[config.mk]
export PLATFORM = sky130hd
export DESIGN_NAME = lkfr_victim_sel
export DESIGN_NICKNAME = d
export VERILOG_FILES = /design/src/rtl/core/lru_k_frame_replacer_macros.svh /design/src/rtl/core/lkfr_pkg.sv /design/src/rtl/core/lkfr_victim_sel.sv
export SDC_FILE = /design/constraint.sdc
export NUM_CORES = 1
export LEC_CHECK = 0
export BUFFER_PORTS_ARGS = -buffer_cell sky130_fd_sc_hd__buf_2
export CORE_ASPECT_RATIO = 1.25
export CORE_UTILIZATION = 54
export DETAILED_ROUTE_END_ITERATION = 8
export GPL_TIMING_DRIVEN = 0
export HOLD_SLACK_MARGIN = 0.02
export MAX_ROUTING_LAYER = met4
export PLACE_DENSITY = 0.8
export SLEW_MARGIN = 20
export SYNTH_ARGS = -nofsm -noshare
export SYNTH_HDL_FRONTEND = slang
export SYNTH_SLANG_ARGS = --single-unit
[constraint.sdc]
create_clock -name clock -period 5.3 [get_ports clock]
set_clock_uncertainty 0.1 [all_clocks]
set_input_delay 1.06 -clock clock [delete_from_list [all_inputs] [get_ports clock]]
set_output_delay 1.06 -clock clock [all_outputs]
set_load 0.05 [all_outputs]
[src/rtl/core/lru_k_frame_replacer_macros.svh]
// Assertion helpers used by the replacer top level.
`ifndef LRU_K_FRAME_REPLACER_MACROS_SVH
`define LRU_K_FRAME_REPLACER_MACROS_SVH

// Same-cycle implication, sampled on the rising clock, off during reset.
`define LKFR_ASSERT_NOW(lbl, ante, cons, msg) \
   lbl: assert property (@(posedge clock) disable iff (reset) (ante) |-> (cons)) \
      else $error(msg);

// Next-cycle implication, sampled on the rising clock, off during reset.
`define LKFR_ASSERT_NEXT(lbl, ante, cons, msg) \
   lbl: assert property (@(posedge clock) disable iff (reset) (ante) |=> (cons)) \
      else $error(msg);

`endif

[src/rtl/core/lkfr_pkg.sv]
`default_nettype none
package lkfr_pkg;

   // Default sizes for the top level.
   localparam int NumFramesDefault  = 64;
   localparam int KMaxDefault       = 8;
   localparam int StampWidthDefault = 48;

   // Register reset values.
   localparam logic [6:0] FramesInUseReset  = 7'd64;
   localparam logic [3:0] HistoryDepthReset = 4'd2;

   // Register indexes.
   localparam logic RegFramesInUse  = 1'b0;
   localparam logic RegHistoryDepth = 1'b1;

   // Request codes.
   localparam logic [1:0] OpAccess  = 2'd0;
   localparam logic [1:0] OpSetMark = 2'd1;
   localparam logic [1:0] OpRemove  = 2'd2;
   localparam logic [1:0] OpEvict   = 2'd3;

   // Result codes.
   localparam logic [1:0] StatusOk      = 2'd0;
   localparam logic [1:0] StatusEmpty   = 2'd1;
   localparam logic [1:0] StatusInvalid = 2'd2;
   localparam logic [1:0] StatusPinned  = 2'd3;

   typedef struct packed {
      logic [1:0] opcode;
      logic [5:0] frame;
      logic       make_evictable;
   } req_type;

   typedef struct packed {
      logic [1:0] status;
      logic [5:0] victim_frame;
      logic [6:0] evictable_count;
   } rsp_type;

   // Progress of the victim search.
   typedef struct packed {
      logic found;
      logic done;
   } sel_status_type;

   typedef enum logic [4:0] {
      ST_CLR  = 5'b00001,
      ST_IDLE = 5'b00010,
      ST_EXEC = 5'b00100,
      ST_SCAN = 5'b01000,
      ST_FIN  = 5'b10000
   } state_type;

endpackage
`default_nettype wire

[src/rtl/core/lkfr_victim_sel.sv]
`default_nettype none
module lkfr_victim_sel #(
   parameter int FRAME_COUNT = lkfr_pkg::NumFramesDefault,
   parameter int K_MAX       = lkfr_pkg::KMaxDefault,
   parameter int STAMP_WIDTH = lkfr_pkg::StampWidthDefault
) (
   input  wire logic                                       clock,
   input  wire logic                                       reset,
   input  wire logic                                       clear,
   input  wire logic [$clog2(K_MAX+1)-1:0]                 k_eff,
   input  wire logic                                       meta_valid,
   input  wire logic [$clog2(FRAME_COUNT)-1:0]             meta_idx,
   input  wire logic [((K_MAX > 1) ? $clog2(K_MAX) : 1)+$clog2(K_MAX+1)+1:0] meta_data,
   output logic      [$clog2(FRAME_COUNT*K_MAX)-1:0]       stamp_addr,
   input  wire logic [STAMP_WIDTH-1:0]                     stamp_data,
   output lkfr_pkg::sel_status_type                        sel,
   output logic      [$clog2(FRAME_COUNT)-1:0]             victim_idx
);

   localparam int IDX_W  = $clog2(FRAME_COUNT);
   localparam int CNT_W  = $clog2(K_MAX+1);
   localparam int HEAD_W = (K_MAX > 1) ? $clog2(K_MAX) : 1;
   localparam int SA_W   = $clog2(FRAME_COUNT*K_MAX);
   localparam int PW     = CNT_W + 1;

   logic              trk, ev, is_short, key_zero;
   logic [CNT_W-1:0]  cnt, j;
   logic [HEAD_W-1:0] head;
   logic [PW-1:0]     pos;

   logic              s2_valid_ff, s2_valid_in;
   logic [IDX_W-1:0]  s2_idx_ff;
   logic              s2_elig_ff, s2_short_ff, s2_zero_ff;
   logic              found_ff, found_in;
   logic              best_short_ff, best_short_in;
   logic [STAMP_WIDTH-1:0] best_ff, best_in, key;
   logic [IDX_W-1:0]  victim_ff, victim_in;
   logic              take;

   // First stage: pick which kept stamp is this frame's key.
   always_comb begin
      head     = meta_data[HEAD_W-1:0];
      cnt      = meta_data[HEAD_W +: CNT_W];
      ev       = meta_data[HEAD_W+CNT_W];
      trk      = meta_data[HEAD_W+CNT_W+1];
      is_short = cnt < k_eff;
      key_zero = is_short && (cnt == '0);
      j        = is_short ? cnt : k_eff;
      if (PW'(j) > PW'(head)) begin
         pos = PW'(head) + PW'(K_MAX) - PW'(j);
      end else begin
         pos = PW'(head) - PW'(j);
      end
      stamp_addr = SA_W'(meta_idx) * SA_W'(K_MAX) + SA_W'(pos);
   end

   // Second stage: compare the fetched key against the best so far.
   always_comb begin
      key  = s2_zero_ff ? '0 : stamp_data;
      take = s2_valid_ff && s2_elig_ff &&
             (!found_ff || (s2_short_ff && !best_short_ff) ||
              ((s2_short_ff == best_short_ff) && (key < best_ff)));
      found_in      = take ? 1'b1 : found_ff;
      best_short_in = take ? s2_short_ff : best_short_ff;
      best_in       = take ? key : best_ff;
      victim_in     = take ? s2_idx_ff : victim_ff;
      s2_valid_in   = meta_valid;
      if (clear) begin
         found_in = 1'b0;
      end
   end

   always_ff @(posedge clock) begin
      if (reset) begin
         s2_valid_ff <= 1'b0;
         found_ff    <= 1'b0;
      end else begin
         s2_valid_ff <= s2_valid_in;
         found_ff    <= found_in;
      end
      s2_idx_ff     <= meta_idx;
      s2_elig_ff    <= trk && ev;
      s2_short_ff   <= is_short;
      s2_zero_ff    <= key_zero;
      best_short_ff <= best_short_in;
      best_ff       <= best_in;
      victim_ff     <= victim_in;
   end

   // Done flags the last compare; the result registers after it.
   assign sel.done   = s2_valid_ff && (s2_idx_ff == IDX_W'(FRAME_COUNT-1));
   assign sel.found  = found_ff;
   assign victim_idx = victim_ff;

endmodule
`default_nettype wire

# After elaboration in Yosys (flattened, before gate mapping)
# Cells that the tools add are included.
# W data, S select, Z words.
totals:
  regBits: 66
  inputBits: 71
  out_inout_bits: 17
  word_cells: 34
op_classes:
  addsub: 4
  magnitude_cmp: 3
  eq_ne: 2
  n_mux: 3
  n_reduce_logical: 13
ops:
  columns: ["cell", "count"]
  rows:
  - ["$lt A48 B48 Y1", 1]
  - ["$mux W48", 1]
  - ["$add A9 B5 Y9", 1]
  - ["$logic_and A1 B1 Y1", 7]
  - ["$eq A6 B6 Y1 const B", 1]
  - ["$add A3 B4 Y5 const B", 1]
  - ["$mux W5", 1]
  - ["$sub A3 B4 Y5", 1]
  - ["$sub A5 B4 Y5", 1]
  - ["$gt A4 B3 Y1", 1]
  - ["$logic_not A4 Y1", 1]
  - ["$lt A4 B4 Y1", 1]
  - ["$mux W4", 1]
  - ["$logic_not A1 Y1", 2]
  - ["$logic_or A1 B1 Y1", 2]
  - ["$reduce_or A2 Y1", 1]
  - ["$eq A1 B1 Y1", 1]

# Longest topological paths before layout
# Gate-level depths: netlist of the first run.
depth:
  word_depth: 5
  depth_mapped: 17

# Worst setup path before layout of the first run
# Ideal clock, no wire load.
synth_timing:
  kind: "input -> output"
  start: "input port k_eff[1]"
  end: "output port stamp_addr[7]"
  t_arrival_ns: 4.534
  required_ns: 4.140
  setup_slack_ns: -0.394
  cell_stages: 15
  n_path_buf: 0
  cell_sequence: "inv_1 -> ha_1 -> a21o_1 -> a21o_1 -> a21oi_2 -> mux2_1 -> ha_1 -> inv_1 -> fa_1 -> a21oi_1 -> a21boi_0 -> inv_1 -> fa_1 -> nand3b_1 -> xnor2_1"
synth_via:
  elab_chain_cells: 5
  word_cells_on_any_way: 7
  classes_between: "add/sub: 3; order compare: 2; mux: 2"
synth_lines:
  columns: ["element", "line_no", "rtl"]
  rows:
  - ["start: declaration", "lkfr_victim_sel.sv:10", "input wire logic [$clog2(K_MAX+1)-1:0] k_eff,"]
  - ["$lt A4 B4 Y1 *", "lkfr_victim_sel.sv:46", "is_short = cnt < k_eff;"]
  - ["net is_short", "lkfr_victim_sel.sv:26", "logic trk, ev, is_short, key_zero;"]
  - ["$mux W4 *", "lkfr_victim_sel.sv:48", "j = is_short ? cnt : k_eff;"]
  - ["$sub A5 B4 Y5, or another cell as far along", "lkfr_victim_sel.sv:50", "pos = PW'(head) + PW'(K_MAX) - PW'(j);"]
  - ["$mux W5 *", "lkfr_victim_sel.sv:49", "if (PW'(j) > PW'(head)) begin"]
  - ["$add A9 B5 Y9 *", "lkfr_victim_sel.sv:54", "stamp_addr = SA_W'(meta_idx) * SA_W'(K_MAX) + SA_W'(pos);"]
  - ["end: declaration", "lkfr_victim_sel.sv:14", "output logic [$clog2(FRAME_COUNT*K_MAX)-1:0] stamp_addr,"]
# The timed path passes the listed nets; every way through them passes the cells marked *.

# Worst setup path after layout of the first run
# Same ends and word-level chain as after synthesis.

==> metrics.md, run 1 <==
| Metric | Value |
|---|---|
| Outcome | finished with violations |
| Failing checks | negative setup slack |
| WL met3 | 399 um |
| Highest Signal Layer | met4 |
| Via Count | 2810 |
| Largest net degree at the start of global routing | 23 |
| RSZ-0062 raised after global routing | true |
| TritonCTS Buffers | 9 |
| Post-synthesis sequential area ratio | 48.8% |
| CTS tree | done |
| Initial Util | 57.3% |
| FILL cells | 517 |
| Number of synthesized flops with an enable pin | 55 |
| Core Rows | 33 |
| CP Class | in2out |
| Slew @ Worst Pin | around 650 ps |
| Worst Slack Setup Final | -23.2 ps |
| Non-filler cells, final | about 550 |
| Max cap viols | 0 |
| Pre-CTS setup slack | -348 ps |
| Core ar. | between 0.006 and 0.007 mm^2 |
| Clock Path Buffers | 2 |
| Post-route ant nets | 0 |
| Layout Area Growth over Synthesis | 27.2% |
| Startpoint Class | input port |
| Avg Synthesized Cell Area | 11.0 um^2 |
| PortBufs | 87 |
| Total Wirelength | 7840 um |
| TNS Setup | -23.2 ps |
| Worst min path class | reg2reg |
| Drt drc | 0 |
| Part of the cycle the worst path needs | 100% |
| Overflow after GRT | 0 |
| Layout Nets | 587 |
| Chip Height | 96.2 um |
| Post-synth cell types | 41 |
| Boundary pin count | 88 |
| Vias in the first global route | 2859 |
| Routed WL per cell | 14.3 um |
| Initial antenna violation count | 0 |
| Initial drt markers | between 100 and 150 |
| Synth Net Count | 477 |
| ANT cells | 0 |
| # clock sinks | between 60 and 70 |
| Critical path required time | about 4100 ps |
| Clock Latency Late Sink | 350 ps |
| Most common cell after layout, fill and taps aside | buf_2 |
| Syn Inst Count | approximately 350 |
| 1st-pass router iterations | 4 |
| Top_reg_cell synth | edfxtp_1 |
| Horiz. Die Dim | 77.4 um |
| Final GP Congestion | about 0.81 |
| # H-tree levels | 3 |
| CTS root buf | clkbuf_8 |
| Slew headroom | 56.4% |
| Leakage | roughly 0.0023 uW |
| First-pass GRT wire length | 12300 um |
| Placed Cells incl. Taps | between 500 and 600 |
| Setup crit end kind | output port |
| Worst Path Arrival | around 4200 ps |
| Met1 wire length | 3320 um |
| Register bit count reported by yosys | 66 |
| DP Wirelength | between 5000 and 6000 um |
| GRT Util Overall | 22.8% |
| Tot Pwr | ~1300 uW |
| Worst vdd ir | between 150 and 200 uV |
| Cell area after synthesis | about 0.0038 mm^2 |
| Routed vias/inst | ~5 |
| DR WL met2 | 4020 um |
| Commonest cells after routing, fill and taps aside | buf_2, inv_1, edfxtp_1 |
| Share of layout cells above drive strength 1 | 30.5% |
| Final setup fails | 1 |
| Fin util | 72.9% |
| Post-synth ARST share | 0% |
| Peak Freq | 188 MHz |
| Die ar. | 0.00744 mm^2 |
| Max-slew violation count | 0 |
| Minimum clock period | 5320 ps |
| Clk pin slew, worst setup/hold paths | 70 ps |
| Ys Warns | 0 |
| Crit-path max FO | 6 |
| Final hold violations | 0 |
| Pwr Density | 267 mW/mm^2 |
routing by layer:
metal / track usage (%) / up-vias
li1: - / 1418
met1: 25.7 / 1307
met2: 38.1 / 77
met3: 4.93 / 8
met4: 12.7 / 0
met5: - / -
sequential cells by signal, indices dropped and copies added, names as in the netlist:
register,count
s2_elig_ff,1
best_short_ff,1
victim_idx,6
s2_idx_ff,6
s2_valid_ff,1
s2_short_ff,1
found_ff,1
s2_zero_ff,1
best_ff,48
path summary, 6_finish.rpt:
path / start / endpoint / slack [ps] / cells after the start
worst max register to register: s2_zero_ff / best_ff[45] / 1230 / 11
worst max-delay path: k_eff[1] / stamp_addr[7] / -20 / 19
worst min-delay path: s2_idx_ff[2] / victim_idx[2] / 340 / 0
worst min register to register: s2_idx_ff[2] / victim_idx[2] / 340 / 0
power breakdown:
group          total [uW]  leakage, uW  switching (uW)  internal (uW)
clock network         416     0.000103             195            221
registers             596     0.000597            6.66            590
logic                 290      0.00160             168            122
total                1300      0.00230             369            933
final cells by class:
cell class	count	area [um^2]	area share, %
plain buffers	6	26.3	0.539
clock buffers	12	176	3.62
clock inverters	4	22.5	0.462
inverters	60	228	4.67
multi-input cells	215	1840	37.8
flip-flops and latches	66	1870	38.4
well taps	87	109	2.23
repair buffers	99	599	12.3
synthesized netlist by cell type, types with 4 or more instances:
library cell,n,area (um^2)
edfxtp_1,55,1650
nand2_1,11,41.3
nor2_1,6,22.5
nor2b_1,52,325
nand3_1,7,35.0
a21oi_1,23,115
o21ai_1,4,20.0
o21ai_0,5,25.0
a211oi_1,4,30.0
ha_1,57,713
dfxtp_1,11,220
inv_1,60,225
a21o_1,5,37.5
nand4_1,7,43.8
logic make-up (layout without fill, tap and decap cells):
logic type	Yosys count	count (layout)	share of synthesized area, %
and+or+nand+nor	96	96	14.5
muxes	1	1	0.294
xor gates and xnor gates	5	5	1.14
adders and majority gates	59	59	19.7
DFF	66	66	48.8
buffers and inverters	66	181	6.56
AOI/OAI and AO/OA	54	54	8.98
per-stage QoR:
step	instance area (um^2)	hold slack (ps)
2_1_floorplan	3870	308
3_3_place_gp	4420	313
3_5_place_dp	4480	316
4_1_cts	4760	333
5_1_grt	4870	353
6_report	4870	336
what timing repair did:
item                       CTS  global route
gates resized for setup     14            23
setup endpoints to repair    5             5
hold buffers                 0             0
setup buffers                4             6
pin swaps                    3            14
critical path: stages:
cell and delay, ps:
buf_6 100, inv_4 60, ha_4 190, a21o_1 170
a21o_1 180, a21oi_4 240, buf_6 140, a21oi_4 50
ha_1 300, nor2b_4 140, o21ai_2 130, inv_1 70
nor3_2 150, ha_2 210, inv_2 40, fa_2 350
nand3b_1 220, xnor2_2 190, buf_6 180
Power figures use the tool's default switching activity.
==> run 2, diff against run 1 <==
Settings changed: BUFFER_PORTS_ARGS -buffer_cell sky130_fd_sc_hd__buf_2 to unset, CORE_UTILIZATION 54 to 64, DONT_BUFFER_PORTS set to 1.
==> run 2 against run 1 <==
- the run ends with design-rule violations, negative setup slack left
- critical path depth fell by 2
- setup slack worse by 2.2 ps
- utilization increased by 3.5 points
- clock-buffer cell count fell by 3
- clock power up 22%
- non-clock buffer count is 91 lower
- die area down 15%
- critical path type unchanged
- critical endpoint unchanged
- largest cell class is now multi-input combinational cells
==> metrics.md, run 2 (same netlist as run 1, synthesis figures left out) <==
| Metric | Value |
|---|---|
| Part of the cycle the worst path needs | 100% |
| DP Wirelength | 5210 um |
| Largest register FFs | 48 |
| Max-slew violation count | 0 |
| Final setup fails | 1 |
| Die ar. | 0.00630 mm^2 |
| Critical path required time | 4140 ps |
| 1st-pass router iterations | 9 |
| CTS tree | done |
| Core ar. | around 0.0058 mm^2 |
| CP Class | in2out |
| Core Rows | 31 |
| Worst vdd ir | 265 uV |
| Initial antenna violation count | 0 |
| Clk pwr share | 37.7% |
| Largest reg by FF count | best_ff |
| Chip Height | 88.5 um |
| Max cap viols | 0 |
| Sequence of cells on the critical path | inv_6 > ha_4 > a21o_1 > a21o_1 > a21oi_4 > nor2_2 > a21oi_4 > ha_4 > nor2b_4 > o21ai_2 > inv_1 > nor3_2 > ha_2 > inv_2 > fa_2 > nand3b_1 > xnor2_4 |
| First-pass GRT wire length | 10600 um |
| CP max stage cell | xnor2_4 |
| Min-Delay Path Depth | 0 |
| Register share of total power | 44.7% |
| Clock Latency Late Sink | 340 ps |
| Setup crit end kind | output port |
| RSZ-0062 raised after global routing | true |
| Commonest cells after routing, fill and taps aside | inv_1, edfxtp_1, ha_1 |
| Worst R2R Path Depth | 11 |
| Final GP Congestion | 0.843 |
| Share of layout cells above drive strength 1 | a little over an eighth |
| Routed WL per cell | 16.3 um |
| Tot Pwr | 1350 uW |
| Layout Nets | 496 |
| CTS root buf | clkbuf_8 |
| FILL cells | 379 |
| Failing checks | design-rule violations, negative setup slack |
| Peak Freq | 188 MHz |
| Initial Util | 66.3% |
| Slew headroom | 33.9% |
| Psw | 355 uW |
| Clk pin slew, worst setup/hold paths | 70 ps |
| Outcome | finished with violations |
| ANT cells | 0 |
| Worst Path Arrival | 4170 ps |
| Slew @ Worst Pin | ~990 ps |
| Leakage | 0.00193 uW |
| Final hold violations | 0 |
| Layout Area Growth over Synthesis | 15.2% |
| Switching part of the total power | 26.3% |
| Horiz. Die Dim | 71.2 um |
| Comb pwr share | roughly 18% |
| Vias in the first global route | about 2400 |
| CP max stage delay | 390 ps |
| # H-tree levels | 3 |
| Worst min path class | reg2reg |
| Startpoint Class | input port |
| Drt drc | 1 |
| TritonCTS Buffers | 9 |
| Worst hold margin | 332 ps |
| Initial drt markers | 100 |
| Largest net degree at the start of global routing | 25 |
| Most common cell after layout, fill and taps aside | inv_1 |
| Crit-path max FO | 5 |
| Boundary pin count | 88 |
| Pwr Density | 305 mW/mm^2 |
| Via Count | between 2000 and 2500 |
| Clock Path Buffers | 2 |
| PortBufs | 0 |
| Routed vias/inst | approximately 5.7 |
| Overflow after GRT | 0 |
| GRT Util Overall | 23.6% |
| Total Wirelength | slightly above 7000 um |
| CTS hold repair buffers | 0 |
| Worst Slack Setup Final | -25.4 ps |
| # clock sinks | 66 |
| Minimum clock period | ~5300 ps |
| Post-route ant nets | 0 |
| Design internal power | 993 uW |
run 2: changes by cell type in the layout (fill, tap and decap cells not counted), sizes merged:
cell	before	now
buf	103	12
bufinv	0	3
clkbuf	14	11
clkinv	3	2
inv	60	61
run 2: path summary, 6_finish.rpt:
path           startpoint  slack [ps]             to
max              k_eff[1]         -30  stamp_addr[7]
min          s2_idx_ff[0]         330  victim_idx[0]
max reg2reg    s2_zero_ff        1140    best_ff[40]
min reg2reg  s2_idx_ff[0]         330  victim_idx[0]
run 2: layout make-up:
| type | instances | area [um^2] | area share [%] |
|---|---|---|---|
| Multi-Input combinational cell | 215 | 1870 | 42.4 |
| Sequential cell | 66 | 1870 | 42.4 |
| Inverter | 60 | 230 | 5.21 |
| Clock buffer | 9 | 124 | 2.81 |
| Clock inverter | 7 | 116 | 2.64 |
| Timing Repair Buffer | 8 | 91.3 | 2.07 |
| Tap cell | 66 | 82.6 | 1.87 |
| Buffer | 6 | 26.3 | 0.595 |
run 2: repair_timing:
action	CTS	global route
setup buffers	2	4
gates cloned	0	0
resized for setup	12	16
endpoints found under the setup margin	5	4
pin swaps	3	14
run 2: per-layer routing:
layer | vias up | global-route usage [%] | part of all wire [%]
met3 | 14 | 4.21 | 4.5
met1 | 1147 | 25.1 | 41
met4 | 0 | 12.5 | 2.5
li1 | 1241 | - | -
met5 | - | - | 0
met2 | 72 | 41.8 | 52
run 2: per-stage QoR:
stage	setup TNS (ps)	setup slack, ps	util [%]	area, um^2	cells
2_1_floorplan	-141	-141	-	3870	347
3_3_place_gp	-619	-336	68.5	3960	413
3_5_place_dp	-1160	-457	69.3	4010	415
4_1_cts	-32.6	-16.7	74.6	4310	433
5_1_grt	-372	-188	76.4	4420	437
6_report	-25.4	-25.4	76.4	4420	437
run 2: power by group through the flow:
stage,registers (uW),logic [uW],clock network (uW)
detailed placement,614,208,0
floorplan,614,170,0
CTS,603,221,514
finish,603,237,508
global placement,616,196,0
global route,605,261,536
run 2: worst max-delay path, delay by kind of cell:
kind                       cells  cell delay, ps
AOI/OAI and AO/OA              5             930
adders and majority gates      4             990
and+or+nand+nor                4             630
buffers and inverters          3             160
xor gates and xnor gates       1             390
